[config.mk]
export PLATFORM = sky130hd
export DESIGN_NAME = hptff_queue
export DESIGN_NICKNAME = d
export VERILOG_FILES = /design/src/rtl/hptff_pkg.sv /design/src/rtl/hptff_queue.sv
export SDC_FILE = /design/constraint.sdc
export NUM_CORES = 1
export LEC_CHECK = 0
export BUFFER_PORTS_ARGS = -buffer_cell sky130_fd_sc_hd__buf_2
export CELL_PAD_IN_SITES_DETAIL_PLACEMENT = 1
export CELL_PAD_IN_SITES_GLOBAL_PLACEMENT = 2
export CORE_ASPECT_RATIO = 0.8
export CORE_MARGIN = 2
export CORE_UTILIZATION = 27
export DETAILED_ROUTE_END_ITERATION = 7
export PLACE_DENSITY_LB_ADDON = 0.1
export SYNTH_ARGS = -nofsm -noshare
export SYNTH_HDL_FRONTEND = slang
export SYNTH_SLANG_ARGS = --single-unit
[constraint.sdc]
create_clock -name clock -period 3.6 [get_ports clock]
set_input_delay 0.18 -clock clock [delete_from_list [all_inputs] [get_ports clock]]
set_output_delay 0.18 -clock clock [all_outputs]
set_load 0.01 [all_outputs]
[src/rtl/hptff_pkg.sv]
// Shared types, codes and constants for the hashed page table fault fill block.
// No dependencies; every other file imports this package.
package hptff_pkg;

   // Default sizes handed to the top level parameters
   localparam int unsigned PARTITIONS_DEF  = 16;
   localparam int unsigned GROUPS_DEF      = 1024;
   localparam int unsigned WAYS_DEF        = 8;
   localparam int unsigned QUEUE_DEPTH_DEF = 2;

   // Fixed field widths
   localparam int GRP_W  = 10;
   localparam int SLOT_W = 3;
   localparam int PART_W = 4;

   // Group wrap: reciprocal precision for group modulo table size
   localparam int RECIP_SHIFT = 20;

   // Fault status word: page fault flag position
   localparam int FAULT_BIT = 30;

   // Group mask register reset value
   localparam logic [GRP_W-1:0] GROUP_MASK_RST = 10'h3ff;

   typedef enum logic {
      OP_DEFINE = 1'b0,
      OP_FAULT  = 1'b1
   } op_type;

   typedef enum logic [2:0] {
      STS_INSERTED     = 3'd0,
      STS_DEFINED      = 3'd1,
      STS_NOT_FAULT    = 3'd2,
      STS_OUT_OF_RANGE = 3'd3,
      STS_GROUP_FULL   = 3'd4
   } status_type;

   typedef enum logic [1:0] {
      BK_CLEAR,
      BK_IDLE,
      BK_INDEX,
      BK_UPDATE
   } back_state_type;

   // Request payload
   typedef struct packed {
      logic              op;
      logic [PART_W-1:0] partition;
      logic [31:0]       address;
      logic [31:0]       region_size;
      logic [31:0]       fault_status;
   } req_type;

   // Response payload
   typedef struct packed {
      logic [2:0]        status;
      logic [GRP_W-1:0]  group;
      logic [SLOT_W-1:0] slot;
      logic [31:0]       tag_word;
      logic [31:0]       frame_word;
   } rsp_type;

   // Classified job passed from the front end to the table update engine
   typedef struct packed {
      status_type       status;
      logic [GRP_W-1:0] group;
      logic [31:0]      tag_word;
      logic [31:0]      frame_word;
   } job_type;

endpackage

[src/rtl/hptff_queue.sv]
// Small job queue between the front end and the table update engine.
// Depends on hptff_pkg for the job type.
module hptff_queue
   import hptff_pkg::*;
#(
   parameter int unsigned DEPTH = QUEUE_DEPTH_DEF
) (
   input  logic    clock,
   input  logic    reset,
   input  logic    push_valid,
   output logic    push_ready,
   input  job_type push_data,
   output logic    pop_valid,
   input  logic    pop_ready,
   output job_type pop_data
);

   localparam int AW = (DEPTH > 1) ? $clog2(DEPTH) : 1;
   localparam int CW = $clog2(DEPTH + 1);

   job_type         q_mem [DEPTH];
   logic [AW-1:0]   wr_ptr_ff, wr_ptr_in;
   logic [AW-1:0]   rd_ptr_ff, rd_ptr_in;
   logic [CW-1:0]   count_ff, count_in;
   logic            push;
   logic            pop;

   assign push_ready = count_ff != CW'(DEPTH);
   assign pop_valid  = count_ff != '0;
   assign pop_data   = q_mem[rd_ptr_ff];
   assign push       = push_valid && push_ready;
   assign pop        = pop_valid && pop_ready;

   // Pointer and occupancy update
   always_comb begin
      wr_ptr_in = wr_ptr_ff;
      rd_ptr_in = rd_ptr_ff;
      if (push) begin
         wr_ptr_in = (wr_ptr_ff == AW'(DEPTH - 1)) ? '0 : wr_ptr_ff + 1'b1;
      end
      if (pop) begin
         rd_ptr_in = (rd_ptr_ff == AW'(DEPTH - 1)) ? '0 : rd_ptr_ff + 1'b1;
      end
      count_in = count_ff + CW'(push) - CW'(pop);
   end

   always_ff @(posedge clock) begin
      if (reset) begin
         wr_ptr_ff <= '0;
         rd_ptr_ff <= '0;
         count_ff  <= '0;
      end else begin
         wr_ptr_ff <= wr_ptr_in;
         rd_ptr_ff <= rd_ptr_in;
         count_ff  <= count_in;
      end
   end

   // Entry storage
   always_ff @(posedge clock) begin
      if (push) begin
         q_mem[wr_ptr_ff] <= push_data;
      end
   end

endmodule

# == After elaboration in Yosys (flattened, before gate mapping) ==
# Memories as Yosys holds them, arrays and structs flattened. A register that Yosys moved wholly into a read port is not among the register bits.
# Index checks and enable logic that the tools add are counted.
# classes
eq_ne,1
reduce_logical,3
n_mux,6
add_sub_neg,4
# ops
op,n
$mux W1,6
$add A1 B1 Y1 const B,2
$add A2 B1 Y2,1
$logic_and A1 B1 Y1,2
$ne A2 B2 Y1 const B,1
$reduce_bool A2 Y1,1
$sub A2 B1 Y2,1
# word_totals
ram_bits,154
mem_count,1
register_bits,4
# mem_list
name,depth,word_bits,read_ports,rd_clocked_by_memory_dff,wr,line,rtl
q_mem,2,77,1,1,1,hptff_queue.sv:21,job_type q_mem [DEPTH];

# == Longest topological paths before layout ==
# logic_depth
ltp_word,4
ltp_mapped,6
mapped_depth_nobuf,6

# == Worst setup path after synthesis ==
# Ideal clock, no wire load.
# synth_path
kind,register to register
start,reg count_ff[0]
end,"mem q_mem[1][0] (netlist bit), enable pin"
n_path_buf,0
setup_ps,444
required_time_ps,3156
arrival_time_ps,2504
stages_incl_launch_ff,3
period_less_slack_ps,2948
setup_slack_ps,652
cell_sequence,dfxtp_1 nand2b_1 and3_1
# synth_between
elab_chain_cells,4
# synth_lines
item,line,rtl
start: declaration,hptff_queue.sv:24,"logic [CW-1:0] count_ff, count_in;"
start signal: assignment,hptff_queue.sv:55,count_ff <= count_in;
$ne A2 B2 Y1,hptff_queue.sv:28,assign push_ready = count_ff != CW'(DEPTH);
net push_ready,hptff_queue.sv:11,"output logic push_ready,"
$logic_and A1 B1 Y1,hptff_queue.sv:31,assign push = push_valid && push_ready;
$mux W1,hptff_queue.sv:61,if (push) begin
$mux W1 (not written as such),hptff_queue.sv:62,q_mem[wr_ptr_ff] <= push_data;
end: declaration,hptff_queue.sv:21,
# The timed path passes the listed nets, and every way through them passes these cells.

==> out/metrics.cfg <==
[outcome]
status=complete, no violations

[logic_synthesis]
yosysUniqueCellTypes=25
synthesis.nets=351
ys_async_sr_fraction_pct=0
synth.area.top_cells=edfxtp_1, mux2_2, mux2_4, dfxtp_1, buf_6
yosysWarnings=0
syn_avg_cell_area_sq_um=22.05
yosys.area.top_type_share_pct=77.96
ys_dominant_reg_cell=edfxtp_1
postSynthCellCount=269
syn_area_sq_um=5932
yosysTopAreaCell=edfxtp_1
synthTopCellsByCount=edfxtp_1, mux2_2, mux2_4, dfxtp_1, nor2_1
synth_edf_count=154
ys_seq_area_share_pct=79.65
synth-seq-cells=159
synth.most_common_cell=edfxtp_1

[floorplan]
initial_core_util_pct=27.51
fp.dieH_microns=136.6
boundaryPins=160
core_region_area_sq_um=21560
die_area_sq_um=23180
die_x_microns=169.7
num_rows=48

[clock_tree]
cts_made_buffers=17
htreeDepth=4
clk_latency_ps=410
clk_path_buf_depth=2
clockRootBuffer=clkbuf_16
clk_pin_slew_ps=60
cts.sinks=159
cts_resized=0
cts_tree=yes

[detailed_routing]
totalWireLength_mm=12.56
topRoutingLayerUsed=met4
drtIter0Drc=122
postRouteAntennaNets=0
wl_per_cell_microns=15.52
via_per_inst=4.083
m1WireLength_mm=5.576
vias=3303
met2_length_mm=5.815
wl_met3_microns=991
drcViolationCount=0
firstDrtPassIters=4

[critical_path]
endpoint_kind=output port
path_delay_family=flip-flops
cp.arrival_ps=2230
startpoint_type=flop
cp.required_ps=3420
slowest_delay_ps=840
cp_slowest_cell=dfxtp_4
worstSetupPathType=reg -> out
cp_num_buf_inv=2
cp_cell_sequence=buf_4, mux2_2, buf_2
cp_max_fo=44

[pwr]
switchingPower_mw=1.295
power_leakage_nw=3.214
peakVddDrop_mv=0.2450
intPower_mw=3.974
p_per_area_nw_per_um2=623.6
seq_power_share_pct=45.0
clkPwrFrac_pct=35.0
combPwrFrac_pct=20.0
switching_share_pct=24.58
power_mw=5.269

[cells_and_area]
stdcell_count=809
finish.utilization_pct=39.19
area_growth_pct=42.44
fin_nets=603
drive_above_1_share_pct=51.22
design_area_sq_um=8449

[place]
io_buffers=159
place_hpwl_mm=8.108
dp_slack_ps=1466
dpl.cell_count=699
routabilityCongestion=0.6738
place_area_sq_um=7062

[global_route]
grt_pass1_vias=3518
grt_max_degree=49
grt_antenna_before_repair=1
grt_use_total_pct=11.17
grt_pass1_wl_mm=18.81
gr-total-overflow=0

[timing]
post-route-period-util_pct=66.94
maxSlewHeadroom_pct=50.17
fin_setup_tns_ps=0
hold_viol=0
setup_ws_ps=1190
period_needed_ps=2410
hold_ws_ps=159.5
worstMarginPinSlew_ps=747.4
fin_skew_ps=6.540
drv_slew=0
grt_setup_unrepaired=no
timing.fmax_mhz=415.0
final-setup-viol-count=0

[worst_hold_path]
hold_class=in -> reg

[flow_run]
cap_violations=0

-- worst min-delay path: cells and delay by family --
| family | cells | cell delay (ps) |
|---|---|---|
| buf+inv | 1 | 150 |
| compound gates | 2 | 190 |
-- power by group through the flow --
stage / sequential, mW / clock (mW) / combinational, mW
after floorplan: 2.34 / 0 / 0.693
after global placement: 2.41 / 0 / 1.01
after detailed placement: 2.42 / 0 / 1.02
after CTS: 2.38 / 1.91 / 1.09
after global routing: 2.40 / 1.98 / 1.15
final: 2.37 / 1.84 / 1.05
-- placed cells by master (no fill, tap or decap), types with 2 or more instances in the layout --
cell,Yosys,layout
edfxtp_1,154,154
mux2_2,47,47
mux2_4,30,30
nor2b_1,2,2
bufinv_16,0,4
clkinv_4,0,3
clkbuf_16,0,17
nor2_1,5,5
dlygate4sd3_1,0,78
dfxtp_1,5,4
buf_2,4,159
o21ai_0,2,2
buf_4,0,4
clkinv_2,0,3
clkbuf_1,0,4
-- flip-flops by register name (all words and copies together) (netlist names), named ones only --
| register | flops |
|---|---|
| q_mem | 154 |
| count_ff | 2 |
| wr_ptr_ff | 1 |
| rd_ptr_ff | 1 |
-- repair_timing --
| item | in CTS | in global routing |
|---|---|---|
| hold buffers | 78 | 0 |
| endpoints found under the hold margin | 158 | 0 |
| setup buffers | 0 | 0 |
-- logic make-up (layout without fill, tap and decap cells) --
group                      Yosys count  count (layout)  share of synthesized area [%]
DFF                                159             159                          79.65
other                                0               1                              0
muxes                               78              78                          16.71
buffers and inverters               10             274                          1.244
AOI/OAI and AO/OA                    7               7                         0.8648
xor gates and xnor gates             1               1                         0.1477
and+or+nand+nor                     13              13                          1.181
adders and majority gates            1               1                         0.2109
-- area by class of cell --
class | instances | area (sq um)
tap | 275 | 344.1
antenna | 1 | 2.502
inverter | 1 | 5.005
timing repair buffer | 242 | 1627
fill | 2162 | 13110
clock buffer | 21 | 440.4
multi-input combinational | 100 | 1139
clock inverter | 10 | 163.9
sequential | 159 | 4728
-- layer usage --
layer	up-vias	GRT usage (%)
met3	14	4.916
met4	0	4.416
met1	1604	13.62
li1	1572	-
met2	113	17.51
met5	-	0
-- worst paths after layout --
| path | start | to | slack [ps] | depth (start not counted) |
|---|---|---|---|---|
| worst max-delay path | flop | pop_data[66] | 1190 | 3 |
| worst min-delay path | push_valid | wr_ptr_ff$_SDFFE_PP0P_ | 160 | 3 |
| worst max register to register | count_ff[0]$_SDFF_PP0_ | q_mem[0][30]$_DFFE_PP_ | 1540 | 4 |
| worst min register to register | rd_ptr_ff$_SDFFE_PP0P_ | flop | 520 | 2 |
No activity file was read; power rests on OpenSTA's default activity.
