**src/rtl/hptff_pkg.sv**
```systemverilog
// Shared types, codes and constants for the hashed page table fault fill block.
// No dependencies; every other file imports this package.
package hptff_pkg;

   // Default sizes handed to the top level parameters
   localparam int unsigned PARTITIONS_DEF  = 16;
   localparam int unsigned GROUPS_DEF      = 1024;
   localparam int unsigned WAYS_DEF        = 8;
   localparam int unsigned QUEUE_DEPTH_DEF = 2;

   // Fixed field widths
   localparam int GRP_W  = 10;
   localparam int SLOT_W = 3;
   localparam int PART_W = 4;

   // Group wrap: reciprocal precision for group modulo table size
   localparam int RECIP_SHIFT = 20;

   // Fault status word: page fault flag position
   localparam int FAULT_BIT = 30;

   // Group mask register reset value
   localparam logic [GRP_W-1:0] GROUP_MASK_RST = 10'h3ff;

   typedef enum logic {
      OP_DEFINE = 1'b0,
      OP_FAULT  = 1'b1
   } op_type;

   typedef enum logic [2:0] {
      STS_INSERTED     = 3'd0,
      STS_DEFINED      = 3'd1,
      STS_NOT_FAULT    = 3'd2,
      STS_OUT_OF_RANGE = 3'd3,
      STS_GROUP_FULL   = 3'd4
   } status_type;

   typedef enum logic [1:0] {
      BK_CLEAR,
      BK_IDLE,
      BK_INDEX,
      BK_UPDATE
   } back_state_type;

   // Request payload
   typedef struct packed {
      logic              op;
      logic [PART_W-1:0] partition;
      logic [31:0]       address;
      logic [31:0]       region_size;
      logic [31:0]       fault_status;
   } req_type;

   // Response payload
   typedef struct packed {
      logic [2:0]        status;
      logic [GRP_W-1:0]  group;
      logic [SLOT_W-1:0] slot;
      logic [31:0]       tag_word;
      logic [31:0]       frame_word;
   } rsp_type;

   // Classified job passed from the front end to the table update engine
   typedef struct packed {
      status_type       status;
      logic [GRP_W-1:0] group;
      logic [31:0]      tag_word;
      logic [31:0]      frame_word;
   } job_type;

endpackage

```
**src/rtl/hptff_front.sv**
```systemverilog
// Front end: accepts requests, keeps the partition table, classifies faults
// and builds the page table entry. Depends on hptff_pkg.
module hptff_front
   import hptff_pkg::*;
#(
   parameter int unsigned PARTITIONS = PARTITIONS_DEF
) (
   input  logic             clock,
   input  logic             reset,
   input  logic             clr_busy,
   input  logic [GRP_W-1:0] group_mask,
   input  logic             req_valid,
   output logic             req_ready,
   input  req_type          req_data,
   output logic             push_valid,
   input  logic             push_ready,
   output job_type          push_data
);

   localparam int PART_AW = (PARTITIONS > 1) ? $clog2(PARTITIONS) : 1;

   // Partition table: {base, size} per partition, valid bits cleared by reset
   logic [63:0]           part_mem [PARTITIONS];
   logic [PARTITIONS-1:0] part_vld_ff, part_vld_in;

   logic               accept;
   logic               known;
   logic [PART_AW-1:0] part_idx;

   logic        s1_vld_ff, s1_vld_in;
   req_type     s1_req_ff;
   logic [63:0] rd_entry_ff;
   logic        rd_vld_ff;

   logic [31:0] base;
   logic [31:0] size;
   logic [15:0] hash;
   logic [19:0] ppn;

   // Handshake: one request held in the classify stage
   assign req_ready = (!s1_vld_ff || push_ready) && !clr_busy;
   assign accept    = req_valid && req_ready;
   assign known     = 32'(req_data.partition) < 32'(PARTITIONS);
   assign part_idx  = PART_AW'(req_data.partition);

   // Partition valid bits
   always_comb begin
      part_vld_in = part_vld_ff;
      if (accept && req_data.op == OP_DEFINE && known) begin
         part_vld_in[part_idx] = 1'b1;
      end
   end

   always_ff @(posedge clock) begin
      if (reset) begin
         part_vld_ff <= '0;
      end else begin
         part_vld_ff <= part_vld_in;
      end
   end

   // Partition table write on define, registered read on fault
   always_ff @(posedge clock) begin
      if (accept) begin
         s1_req_ff <= req_data;
         if (req_data.op == OP_DEFINE) begin
            if (known) begin
               part_mem[part_idx] <= {req_data.address, req_data.region_size};
            end
         end else begin
            rd_entry_ff <= part_mem[part_idx];
            rd_vld_ff   <= known && part_vld_ff[part_idx];
         end
      end
   end

   // Classify stage occupancy
   always_comb begin
      s1_vld_in = s1_vld_ff;
      if (accept) begin
         s1_vld_in = 1'b1;
      end else if (push_ready) begin
         s1_vld_in = 1'b0;
      end
   end

   always_ff @(posedge clock) begin
      if (reset) begin
         s1_vld_ff <= 1'b0;
      end else begin
         s1_vld_ff <= s1_vld_in;
      end
   end

   // Classification, hash and entry build
   assign base = rd_vld_ff ? rd_entry_ff[63:32] : '0;
   assign size = rd_vld_ff ? rd_entry_ff[31:0]  : '0;
   assign hash = {12'b0, s1_req_ff.partition} ^ s1_req_ff.address[27:12];
   assign ppn  = base[31:12] + s1_req_ff.address[31:12];

   always_comb begin
      push_data = '0;
      if (s1_req_ff.op == OP_DEFINE) begin
         push_data.status = STS_DEFINED;
      end else if (!s1_req_ff.fault_status[FAULT_BIT]) begin
         push_data.status = STS_NOT_FAULT;
      end else if (s1_req_ff.address >= size) begin
         push_data.status = STS_OUT_OF_RANGE;
      end else begin
         push_data.status     = STS_INSERTED;
         push_data.group      = hash[GRP_W-1:0] & group_mask;
         // valid, partition id at bit 7, page index from address bits 27..22
         push_data.tag_word   = {1'b1, 20'b0, s1_req_ff.partition, 1'b0,
                                 s1_req_ff.address[27:22]};
         // physical page, R and C set, read-write protection
         push_data.frame_word = {ppn, 3'b000, 1'b1, 1'b1, 5'b00000, 2'b10};
      end
   end

   assign push_valid = s1_vld_ff;

endmodule

```
**config.mk**
```make
export PLATFORM = sky130hd
export DESIGN_NAME = hptff_front
export DESIGN_NICKNAME = d
export VERILOG_FILES = /design/src/rtl/hptff_pkg.sv /design/src/rtl/hptff_front.sv
export SDC_FILE = /design/constraint.sdc
export NUM_CORES = 1
export LEC_CHECK = 0
export ABC_AREA = 1
export BUFFER_PORTS_ARGS = -buffer_cell sky130_fd_sc_hd__buf_2
export CAP_MARGIN = 10
export CORE_MARGIN = 2
export CORE_UTILIZATION = 65
export DETAILED_ROUTE_END_ITERATION = 8
export MAX_ROUTING_LAYER = met4
export PLACE_DENSITY = 0.84
export RECOVER_POWER = 100
export REMOVE_ABC_BUFFERS = 1
export SLEW_MARGIN = 20
export SYNTH_ARGS = -nofsm -noshare
export SYNTH_HDL_FRONTEND = slang
export SYNTH_SLANG_ARGS = --single-unit
```
**constraint.sdc**
```tcl
create_clock -name clock -period 7.79 [get_ports clock]
set_input_delay 2.337 -clock clock [delete_from_list [all_inputs] [get_ports clock]]
set_output_delay 2.337 -clock clock [all_outputs]
set_load 0.03 [all_outputs]
```
# --- After elaboration in Yosys (flattened, before gate mapping) ---
# Memory sizes are Yosys's and may differ from the RTL's. A register that Yosys moved wholly into a read port is not among the register bits.
# Index checks and enable logic that the tools add are counted.
totals:
  register_bits: 86
  mem_bits_rw: 1024
  in_bits: 116
  output_inout_bits: 79
  wordCells: 42
  n_memories: 1
classes:
  add_sub_neg: 1
  n_lt_le_gt_ge: 3
  muxes: 17
  bitwise: 4
  n_reduce_logical: 9
memory_table:
  columns: ["name", "words", "word_bits", "rd", "rd_ports_with_merged_regs", "wr", "line_no", "text"]
  rows:
  - ["part_mem", 16, 64, 1, 1, 1, "hptff_front.sv:23", "logic [63:0] part_mem [PARTITIONS];"]
ops:
  columns: ["cell", "count"]
  rows:
  - ["74-bit two-way mux", 3]
  - ["32-bit two-way mux", 2]
  - ["32-bit greater-or-equal comparator", 1]
  - ["20-bit adder", 1]
  - ["16-bit OR", 1]
  - ["10-bit bitwise AND", 1]
  - ["4-bit by 10-bit bitwise XOR with 10-bit output", 1]
  - ["1-bit two-way mux", 7]
  - ["4-bit by 5-bit < comparator with 1-bit output, second input constant", 1]
  - ["1-bit binary-select mux with 4-bit select", 1]
  - ["1-bit demux with 4-bit select", 1]
  - ["4-bit by 1-bit greater-or-equal comparator with 1-bit output, second input constant", 1]
  - ["1-bit logical AND", 4]
  - ["2-bit two-way mux", 2]
  - ["3-bit two-way mux", 1]
  - ["1-bit zero test", 2]
  - ["2-bit AND reduction", 1]
  - ["2-bit nonzero test", 1]
  - ["1-bit logical OR", 1]
  - ["1-bit NOT", 1]

# --- Logic depth before layout (Yosys ltp) ---
depth:
  ltp_word: 6
  ltp_mapped: 20

# --- Worst setup path before layout ---
# Ideal clock, no wire load.
synth_path:
  path_kind: "in2reg"
  startpoint: "input push_ready"
  endpoint: "memory part_mem[10][0], enable pin"
  arrival_time_ns: 5.577
  setup_slack_ns: 1.749
  stages: 8
  n_path_buf: 0
  path_cell_list: "nor2_1 > nor2_1 > nand2_1 > nor2_1 > inv_1 > nor2_1 > inv_1 > nor2_1"
synth_via:
  elab_chain_cells: 5
synth_lines:
  columns: ["element", "line_no", "text"]
  rows:
  - ["from (decl)", "hptff_front.sv:16", "input logic push_ready,"]
  - ["1-bit logical OR", "hptff_front.sv:41", "assign req_ready = (!s1_vld_ff || push_ready) && !clr_busy;"]
  - ["1-bit logical AND", "hptff_front.sv:41", null]
  - ["net req_ready", "hptff_front.sv:13", "output logic req_ready,"]
  - ["1-bit logical AND", "hptff_front.sv:42", "assign accept = req_valid && req_ready;"]
  - ["1-bit two-way mux", "hptff_front.sv:64", "if (accept) begin"]
  - ["1-bit two-way mux (not written as such)", "hptff_front.sv:68", "part_mem[part_idx] <= {req_data.address, req_data.region_size};"]
  - ["to (decl)", "hptff_front.sv:23", null]
# The timed path passes the listed nets, and every way through them passes these cells.

==> flow_summary.ini <==
[outcome]
outcome = finished, violations left
violations = max-capacitance violations, max-slew violations

[floorplanning]
start_util = 0.6542
rows = 87
io_pins = 195
die_y_um = 241.8
die-area_mm2 = 0.05845
fp.coreArea_mm2 = 0.05617
die_w_um = 241.8

[clock_tree]
post_cts_resized = 0
clkLatencyLatePin_ns = 0.62
clk_path_buf_depth = 3
clock_sinks = 940
cts_tree = built
postCtsSetupRepairBufs = 0
root_buffer = clkbuf_16
holdBufCountCts = 0
path_clk_slew_ns = 0.06
numCtsBuffers = 83
h-tree-depth = 3

[placement]
gp_congestion = 0.8282
dp_hpwl_mm = 47.65
numPortBuffers = 132

[synth]
syn_inst = 2538
synth_top_area_frac = 0.7543
synth.distinct_cells = 40
ys_warn_count = 0
synthArstFlopShare = 0
ys.flop_type = edfxtp_1
synth_edf_count = 923
synth.top_cells.by_area = edfxtp_1, a22oi_1, nand2_1
syn_avg_cell_area_um2 = 14.48
synth_seq_cells = 940
yosysTopAreaCell = edfxtp_1
seq_area_frac_synth = 0.7635
syn_area_mm2 = 0.03675

[worst_setup_path]
critical-path-top-delay-family = buffers and inverters
cp_cell_sequence = buf_4, nand2_1, ha_1, nand2_1, inv_1, o21ai_1, a21oi_1, nor2_1, nand2_1, a21oi_1, nand3_2, buf_4, nor2_1, clkbuf_1
worst-setup-path-type = reg2out
slowest_delay_ns = 1.06
cp.required_ns = 5.45
cp_slowest_cell = edfxtp_1
worst-path-buf-inv = 4
r2r_start = push_valid
cp_data_arrival_time_ns = 4.79
end_kind = primary output
worstSetupStartpoint = rd_vld_ff
cp-start-kind = flop
cp_common_cell = nand2_1
path_max_fanout = 39

[power]
totalPowerFinal_mw = 10.13
power_leakage_nw = 14.03
ir_worst_vdd_v = 0.0001690
power_density_mw_per_mm2 = 250.2

[timing]
min_period_over_period = 0.9151
grt_setup_unrepaired = no
finalSetupViolCount = 0
drv_slew = 707
worst_hold_slack_ns = 0.4741
setup_tns_ns = 0
fin_skew_ns = 0.01954
period_needed_ns = 7.129
max_freq_mhz = 140.3
hold_viol = 0
worst_pin_slew_ns = 4.012
slew_headroom = -1.675

[drt]
drc = 0
via_per_inst = 6.608
wl_mm = 93.09
routedWlPerCell_um = 26.61
vias = 23120
ant_nets = 0
dr.pass1.iters = 8
drt_iter0_drc = 3835

[layout]
final_cell_mix = edfxtp_1, nand2_1, a22oi_1
seq_area_mm2 = 0.02806
layout_commonest_cell = edfxtp_1
syn_to_final_growth_pct = 10.14
fillers = 3220
drive_gt1_frac = 0.06740
layout.nets = 2834
multi_input_area_mm2 = 0.007695

[global_routing]
antenna_found_initial = 12
grt_usage = 0.3260
grt_max_degree = 213
gr-max-usage-layer = met2
grt_pass1_wl_mm = 138.0
use_met3 = 0.07114
use_met2 = 0.5090
overflow = 0
use_met1 = 0.4092
grt_pass1_vias = 23090

[min_path]
worstHoldStart = part_vld_ff[10]
hold_path.class = reg2reg

[flow_run]
cap_violations = 26
-- power by group --
group	internal, mW	total, mW	switching (mW)
Combinational	0.131	0.528	0.396
Sequential	5.60	5.62	0.0228
Clock	2.22	3.97	1.75
-- registers in the layout, summed over array words and instances (netlist names) --
signal       count
part_vld_ff     16
part_mem       832
push_valid       1
s1_req_ff       38
rd_vld_ff        1
rd_entry_ff     52
-- layout make-up --
cell class	count	area share
Tap cell	756	0.02337
Antenna cell	12	0.0007420
Clock inverter	44	0.01014
Timing Repair Buffer	171	0.01954
Multi-Input combinational cell	1377	0.1901
Inverter	93	0.008965
Sequential cell	940	0.6932
Clock buffer	105	0.05388
-- routing by layer --
layer  wire [um]  part of all wire
met5           0                 0
met4        3965             0.043
met3       12370              0.13
met2       45180              0.49
met1       31570              0.34
-- cells by family after synthesis --
group	count (synthesis)	synth area share
DFF	940	0.7635
and+or+nand+nor	808	0.08999
AOI/OAI and AO/OA	472	0.09415
buffers and inverters	251	0.03098
adders and majority gates	52	0.01791
xor gates and xnor gates	14	0.003337
other	1	0.0001021
-- through the flow --
stage          std cells  setup WS, ns  utilization  area (um^2)
2_1_floorplan       2410        -4.676            -        36070
3_3_place_gp        3335         1.998       0.6809        38250
3_5_place_dp        3336         1.917       0.6814        38270
4_1_cts             3485         1.093       0.7275        40870
5_1_grt             3498        0.5024       0.7206        40470
6_report            3498        0.6613       0.7206        40470
-- synthesized netlist by cell type (3+ instances only) --
master / number
dfxtp_1: 17
nor2_4: 9
inv_1: 88
o21ai_0: 8
buf_4: 34
a21oi_1: 23
xnor2_1: 5
o21bai_1: 4
a21o_1: 3
nand4_1: 58
nor2_1: 114
a22oi_1: 424
ha_1: 51
nand2_1: 600
buf_2: 40
inv_2: 3
xor2_1: 9
clkbuf_1: 67
edfxtp_1: 923
nand3b_1: 5
buf_1: 15
a31oi_1: 3
nor3_1: 6
nand3_1: 10
o21ai_1: 3
-- worst paths after layout --
check / end / slack [ns] / cells after the start
worst min-delay path: part_vld_ff[10] / 0.47 / 2
worst min register to register: part_vld_ff[10] / 0.47 / 2
worst max register to register: part_mem[3][4] / 2.22 / 10
worst max-delay path: push_data[12] / 0.66 / 14
-- worst register-to-register path, cell delays in order (launching register included) --
cell	delay (ns)
dfxtp_1	0.31
inv_1	0.05
nor2_1	0.05
nor2_1	0.13
nand2_1	0.18
nor2_1	0.49
inv_1	0.16
nor2_1	0.20
inv_1	0.13
nor2_1	2.28
clkbuf_2	1.18
Note: power is estimated with default switching activity, not from simulation.
